$ cat src/hdl/graph_polyline_tessellator_unit_macros.svh
// Assertion macros for the tessellator controller (gptu_ctrl).
`ifndef GRAPH_POLYLINE_TESSELLATOR_UNIT_MACROS_SVH
`define GRAPH_POLYLINE_TESSELLATOR_UNIT_MACROS_SVH

`ifndef SYNTHESIS
`define GPTU_ASSERT_IMPLY(label, clk, rst_n, ante, cons, msg) \
	label: assert property (@(posedge clk) disable iff (!rst_n) (ante) |-> (cons)) \
		else $error(msg);
`define GPTU_ASSERT_NEXT(label, clk, rst_n, ante, cons, msg) \
	label: assert property (@(posedge clk) disable iff (!rst_n) (ante) |=> (cons)) \
		else $error(msg);
`else
`define GPTU_ASSERT_IMPLY(label, clk, rst_n, ante, cons, msg)
`define GPTU_ASSERT_NEXT(label, clk, rst_n, ante, cons, msg)
`endif

`endif

$ cat src/hdl/gptu_pkg.sv
package gptu_pkg;

	localparam int MAX_SAMPLES = 1024;
	localparam int CNT_W       = 11;
	localparam int COORD_W     = 20;
	localparam int DIV_NUM_W   = 44;
	localparam int DIV_DEN_W   = 30;
	localparam int DIV_STEPS   = DIV_NUM_W - 1;
	localparam int DIV_CNT_W   = $clog2(DIV_STEPS);
	localparam int SQ_ROOT_W   = 29;
	localparam int SQ_RAD_W    = 2 * SQ_ROOT_W;
	localparam int SQ_CNT_W    = $clog2(SQ_ROOT_W);
	localparam int FILL_LAST   = 5;
	localparam int STROKE_LAST = 11;

	localparam logic [2:0] REG_BOX_LEFT      = 3'd0;
	localparam logic [2:0] REG_BOX_TOP       = 3'd1;
	localparam logic [2:0] REG_BOX_WIDTH     = 3'd2;
	localparam logic [2:0] REG_BOX_HEIGHT    = 3'd3;
	localparam logic [2:0] REG_LINE_WIDTH    = 3'd4;
	localparam logic [2:0] REG_SCALE_FACTOR  = 3'd5;
	localparam logic [2:0] REG_RIGHT_TO_LEFT = 3'd6;
	localparam logic [2:0] REG_SAMPLE_COUNT  = 3'd7;

	typedef enum logic [3:0] {
		ST_IDLE,
		ST_CHECK,
		ST_MUL,
		ST_PXDIV,
		ST_PXWAIT,
		ST_DIFF,
		ST_SQ,
		ST_SUM,
		ST_ROOT,
		ST_ROOTWAIT,
		ST_NXDIV,
		ST_NXWAIT,
		ST_NYDIV,
		ST_NYWAIT,
		ST_EMIT
	} state_t;

	typedef enum logic [1:0] {
		DSEL_PX,
		DSEL_NX,
		DSEL_NY
	} div_sel_t;

	typedef struct packed {
		logic signed [15:0] box_left;
		logic signed [15:0] box_top;
		logic [14:0]        box_width;
		logic [14:0]        box_height;
		logic [10:0]        line_width;
		logic [9:0]         scale_factor;
		logic               right_to_left;
		logic [10:0]        sample_count;
	} cfg_t;

	typedef struct packed {
		logic     load;
		logic     idx_sat;
		logic     idx_keep;
		logic     first_store;
		logic     div_start;
		div_sel_t div_sel;
		logic     px_cap;
		logic     nx_cap;
		logic     ny_cap;
		logic     sqrt_start;
		logic     emit;
		logic     commit;
	} cmd_t;

	typedef struct packed {
		logic disabled;
		logic past_end;
		logic first;
		logic dzero;
		logic div_done;
		logic div_busy;
		logic sqrt_done;
		logic out_free;
		logic emit_last;
	} sts_t;

	function automatic logic signed [COORD_W-1:0] sat20(input logic signed [COORD_W+1:0] v);
		logic signed [COORD_W+1:0] hi;
		logic signed [COORD_W+1:0] lo;
		hi = (COORD_W+2)'(2 ** (COORD_W - 1) - 1);
		lo = -(COORD_W+2)'(2 ** (COORD_W - 1));
		if (v > hi)
			return hi[COORD_W-1:0];
		if (v < lo)
			return lo[COORD_W-1:0];
		return v[COORD_W-1:0];
	endfunction

endpackage

$ cat src/hdl/gptu_ctrl.sv
`include "graph_polyline_tessellator_unit_macros.svh"

module gptu_ctrl (
	input  logic            clk,
	input  logic            arst_n,
	input  logic            in_valid,
	output logic            in_ready,
	output gptu_pkg::cmd_t  cmd,
	input  gptu_pkg::sts_t  sts
);

	gptu_pkg::state_t state_q;
	gptu_pkg::state_t state_d;

	always_ff @(posedge clk or negedge arst_n) begin
		if (!arst_n)
			state_q <= gptu_pkg::ST_IDLE;
		else
			state_q <= state_d;
	end

	always_comb begin
		state_d = state_q;
		case (state_q)
			gptu_pkg::ST_IDLE:     if (in_valid) state_d = gptu_pkg::ST_CHECK;
			gptu_pkg::ST_CHECK: begin
				if (sts.disabled || sts.past_end)
					state_d = gptu_pkg::ST_IDLE;
				else
					state_d = gptu_pkg::ST_MUL;
			end
			gptu_pkg::ST_MUL:      state_d = gptu_pkg::ST_PXDIV;
			gptu_pkg::ST_PXDIV:    state_d = gptu_pkg::ST_PXWAIT;
			gptu_pkg::ST_PXWAIT:   if (sts.div_done) state_d = gptu_pkg::ST_DIFF;
			gptu_pkg::ST_DIFF:     state_d = sts.first ? gptu_pkg::ST_IDLE : gptu_pkg::ST_SQ;
			gptu_pkg::ST_SQ:       state_d = gptu_pkg::ST_SUM;
			gptu_pkg::ST_SUM:      state_d = gptu_pkg::ST_ROOT;
			gptu_pkg::ST_ROOT:     state_d = sts.dzero ? gptu_pkg::ST_EMIT : gptu_pkg::ST_ROOTWAIT;
			gptu_pkg::ST_ROOTWAIT: if (sts.sqrt_done) state_d = gptu_pkg::ST_NXDIV;
			gptu_pkg::ST_NXDIV:    state_d = gptu_pkg::ST_NXWAIT;
			gptu_pkg::ST_NXWAIT:   if (sts.div_done) state_d = gptu_pkg::ST_NYDIV;
			gptu_pkg::ST_NYDIV:    state_d = gptu_pkg::ST_NYWAIT;
			gptu_pkg::ST_NYWAIT:   if (sts.div_done) state_d = gptu_pkg::ST_EMIT;
			gptu_pkg::ST_EMIT:     if (sts.out_free && sts.emit_last) state_d = gptu_pkg::ST_IDLE;
			default:               state_d = gptu_pkg::ST_IDLE;
		endcase
	end

	always_comb begin
		cmd      = '0;
		in_ready = 1'b0;
		case (state_q)
			gptu_pkg::ST_IDLE: begin
				in_ready = 1'b1;
				cmd.load = in_valid;
			end
			gptu_pkg::ST_CHECK: begin
				cmd.idx_sat  = sts.disabled;
				cmd.idx_keep = !sts.disabled && sts.past_end;
			end
			gptu_pkg::ST_PXDIV: begin
				cmd.div_start = 1'b1;
				cmd.div_sel   = gptu_pkg::DSEL_PX;
			end
			gptu_pkg::ST_PXWAIT: cmd.px_cap = sts.div_done;
			gptu_pkg::ST_DIFF:   cmd.first_store = sts.first;
			gptu_pkg::ST_ROOT:   cmd.sqrt_start = !sts.dzero;
			gptu_pkg::ST_NXDIV: begin
				cmd.div_start = 1'b1;
				cmd.div_sel   = gptu_pkg::DSEL_NX;
			end
			gptu_pkg::ST_NXWAIT: cmd.nx_cap = sts.div_done;
			gptu_pkg::ST_NYDIV: begin
				cmd.div_start = 1'b1;
				cmd.div_sel   = gptu_pkg::DSEL_NY;
			end
			gptu_pkg::ST_NYWAIT: cmd.ny_cap = sts.div_done;
			gptu_pkg::ST_EMIT: begin
				cmd.emit   = sts.out_free;
				cmd.commit = sts.out_free && sts.emit_last;
			end
			default: begin
				cmd      = '0;
				in_ready = 1'b0;
			end
		endcase
	end

	`GPTU_ASSERT_IMPLY(a_emit_slot_free, clk, arst_n, cmd.emit, sts.out_free, "vertex loaded into full output slot")
	`GPTU_ASSERT_IMPLY(a_commit_on_last, clk, arst_n, cmd.commit, cmd.emit && sts.emit_last, "commit without final vertex")
	`GPTU_ASSERT_IMPLY(a_div_idle_start, clk, arst_n, cmd.div_start, !sts.div_busy, "divider restarted while busy")
	`GPTU_ASSERT_NEXT(a_no_emit_after_commit, clk, arst_n, cmd.commit, !cmd.emit, "vertex emitted after final vertex")

endmodule

$ cat config.mk
export PLATFORM = sky130hd
export DESIGN_NAME = gptu_ctrl
export DESIGN_NICKNAME = d
export VERILOG_FILES = /design/src/hdl/gptu_pkg.sv /design/src/hdl/gptu_ctrl.sv
export VERILOG_INCLUDE_DIRS = /design/src /design/src/hdl
export SDC_FILE = /design/constraint.sdc
export NUM_CORES = 1
export LEC_CHECK = 0
export ABC_AREA = 1
export BUFFER_PORTS_ARGS = -buffer_cell sky130_fd_sc_hd__buf_2
export CAP_MARGIN = 20
export CORE_MARGIN = 2
export CORE_UTILIZATION = 40
export DETAILED_ROUTE_END_ITERATION = 12
export PLACE_DENSITY_LB_ADDON = 0.3
export SYNTH_ARGS = -nofsm -noshare
export SYNTH_HDL_FRONTEND = slang
export SYNTH_SLANG_ARGS = --single-unit
$ cat constraint.sdc
create_clock -name clk -period 1.5 [get_ports clk]
set_input_delay 0.3 -clock clk [delete_from_list [all_inputs] [get_ports clk]]
set_output_delay 0.3 -clock clk [all_outputs]
set_load 0.01 [all_outputs]
# [Yosys cells after proc, flatten, opt, wreduce, memory -nomap -nowiden]
# Index checks and enable logic that the tools add are counted.
[word_totals] ff_bits=4 input_bits=12 output_inout_bits=14 word_cells=48
[classes] n_eq_ne=20 n_mux=20 n_reduce_logical=7
[op_table] operator="$pmux W4 S15" n=1
[op_table] operator="$eq A4 B4 Y1 const B" n=7
[op_table] operator="$mux W4" n=6
[op_table] operator="$eq A4 B3 Y1 const B" n=4
[op_table] operator="$ne A2 B2 Y1 const B" n=6
[op_table] operator="$pmux W3 S3" n=1
[op_table] operator="$eq A4 B2 Y1 const B" n=2
[op_table] operator="$mux W1" n=7
[op_table] operator="$mux W2" n=3
[op_table] operator="$mux W3" n=2
[op_table] operator="$reduce_and A6 Y1" n=1
[op_table] operator="$eq A4 B1 Y1 const B" n=1
[op_table] operator="$logic_not A4 Y1" n=1
[op_table] operator="$logic_and A1 B1 Y1" n=2
[op_table] operator="$logic_not A1 Y1" n=2
[op_table] operator="$logic_or A1 B1 Y1" n=1

# [Depth between registers and ports, before layout]
[depth] ltp_word=3 depth_mapped=8 mapped_depth_nobuf=8

# [Least setup slack after synthesis]
# Ideal clock, no wire load.
[synth_timing] path_type="reg-to-output" from="register state_q[2]" to="output port cmd[10] (netlist name)" arrival_time_ps=1001 t_required_ps=1200 path_slack_ps=199 path_stages_with_launch=4 n_path_buf=0 cell_sequence="dfrtp_1 nor2_1 nand2_1 nor3_1"
[synth_rtl] item="start: declaration" line_no="gptu_ctrl.sv:12" source="gptu_pkg::state_t state_q;"
[synth_rtl] item="start signal: assignment" line_no="gptu_ctrl.sv:17" source="state_q <= gptu_pkg::ST_IDLE;"
[synth_rtl] item="start signal: assignment" line_no="gptu_ctrl.sv:19" source="state_q <= state_d;"
[synth_rtl] item="end: declaration" line_no="gptu_ctrl.sv:8" source="output gptu_pkg::cmd_t cmd,"

==> metrics <==
status=finished, violations left; failing checks=setup timing; Comb power frac=0.718; crit end category=output pin; post-layout min period=1.60 ns; worst rel slew slack=0.856; Port Buffers=24; first-pass GRT wire length=2130 um; Die W=40.2 um; most frequent cells in the layout=nand2_1 (32), buf_2 (21), nor2_1 (15); met2 GRT Util=0.343; via/cell ratio=4.88; clk slew on worst S/H paths=0.04 ns; via count=766; crit share post-route=1.07; htree depth=1; buffer and inverter count on the worst path=2; Startpoint Class=register; maxcap violations=0; Worst Path Required=1.20 ns; Setup Skew=0.00140 ns; fin util=0.710; max FFs per register=4; sw frac=0.499; family with the most delay on the worst path=flip-flops; worst r2r path cells=8; Slew @ Worst Pin=0.216 ns; net switching power=708 uW; vias in the first global route=567; root buffer cell=clkbuf_4; Avg WL per Cell=10.4 um; overflow left after global routing=0; Largest Register=state_q; Largest regs=state_q: 4 flops; post-route cell area=890 um^2; syn_nets=111; share of cells above drive strength 1=0.507; Final GP Congestion=0.848; final hold violations=0; highest clock rate=623 MHz; clock share of power=0.090; Critical Path AT=1.30 ns; Distinct cells, synth=14; clk buf depth=2; critical path depth in cells=5; Slew Limit Fails=0; pwr/cell area=1600 nW/um^2; crit path kind=reg -> out; register area share after synthesis=0.191; Synth Register Bits=4; nets=156; Starting Density=0.418; Syn-to-layout area delta=70.1%; GR Layer Usage met1=0.240; CP peak stage delay=0.45 ns; clk sink count=4; crit path max-delay cell type=dfrtp_2; Critical Path, Cell by Cell=nor2_4 -> buf_4 -> nand2_4 -> nand3_2 -> buf_6; DRT Wirelength=1640 um; CTS buffer count=3; placed cell count=139; DRC Markers=0; Layout Cells excl Fill=157; Cell Area, Placed=669 um^2; Die Span Y=40.2 um; Worst VDD drop=0.877 mV; sequential fraction of design power=0.192; DR pass1 iterations=4; Leak=0.000600 uW; post-synthesis average cell area=5.28 um^2; remaining antenna violation count after routing=0; Mapped Area=523 um^2; RSZ-0062 raised after global routing=true; Iter 0 DRT Violations=19; io pins=26; Post-DP HPWL=1030 um; CTS tree=yes; GR peak layer=met2; largest net degree at the start of global routing=8; gr usage total=0.194; die area=1610 um^2; Fill cells=114; Pint=712 uW; met3 usage=0.0111; Core ar.=1250 um^2; crit path max fanout=7; most common cell after layout, fill and taps aside=nand2_1; n_diodes=0; synthesized instance count=99; Syn. warnings=0; Clock Latency Late Sink=0.23 ns; HP Class=in -> async; post-route setup TNS=-0.357 ns; final setup fails=8; Placement Rows=13; initial antenna violation count=0; final setup margin=-0.104 ns
through the flow:
step	worst slack (ns)	hold slack [ns]	power [uW]
after global routing	-0.139	0.427	1550
after global placement	0.123	0.105	932
final	-0.104	0.403	1420
after detailed placement	0.0929	0.106	945
after CTS	-0.0517	0.399	1270
after floorplan	0.199	0.00441	742
Yosys cell counts:
library cell,number,area [um^2]
nand2_1,38,143
nor2_1,17,63.8
inv_1,14,52.6
nand3_1,8,40.0
inv_2,5,18.8
dfrtp_1,4,100
nand2_4,2,22.5
nand3_2,2,20.0
nor2_2,2,12.5
nor2_4,2,22.5
nor3_1,2,10.0
a21oi_1,1,5.00
nand2_2,1,6.26
nand4_1,1,6.26
power groups by stage:
stage | clock, uW | combinational (uW) | sequential (uW)
finish | 128 | 1020 | 272
global route | 140 | 1130 | 281
CTS | 134 | 873 | 268
detailed placement | 0 | 710 | 235
global placement | 0 | 700 | 232
floorplan | 0 | 521 | 221
routing by layer:
metal,part of all wire,up-vias
li1,-,382
met1,0.40,350
met2,0.52,32
met3,0.071,2
met4,0.0012,0
met5,0,-
worst reg2reg max path, cell delays in order (launching register included):
cell and delay [ns]:
dfrtp_2 0.46, nand2_1 0.12, inv_1 0.09, nand2_2 0.09, buf_4 0.12, nand3_2 0.11, a21oi_1 0.23, nand2_1 0.07
nand2_1 0.06
cell type report:
class,count,area [um^2],area share
flip-flops and latches,4,105,0.118
well taps,15,18.8,0.0211
multi-input cells,76,407,0.457
inverters,19,71.3,0.0802
clock buffers,3,22.5,0.0253
repair buffers,40,265,0.298
path summary, 6_finish.rpt:
path | startpoint | end | slack (ns)
max | state_q[1] | cmd[8] | -0.10
min | arst_n | state_q[3] | 0.40
max reg2reg | state_q[0] | state_q[1] | 0.08
min reg2reg | state_q[0] | state_q[0] | 0.60
max in group asynchronous | arst_n | state_q[2] | 0.97
min in group clk | sts[4] | state_q[0] | 0.52
repair_timing:
action	in CTS	in global routing
pin swaps	7	8
setup buffers	7	7
endpoints found under the setup margin	14	15
hold buffers	1	0
hold endpoints to repair	4	0
resized for setup	15	9
cells by family after synthesis:
| family | synth area share |
|---|---|
| simple gates | 0.663 |
| buf+inv | 0.136 |
| flops | 0.191 |
| compound gates | 0.00956 |
No activity file was read; power rests on OpenSTA's default activity.
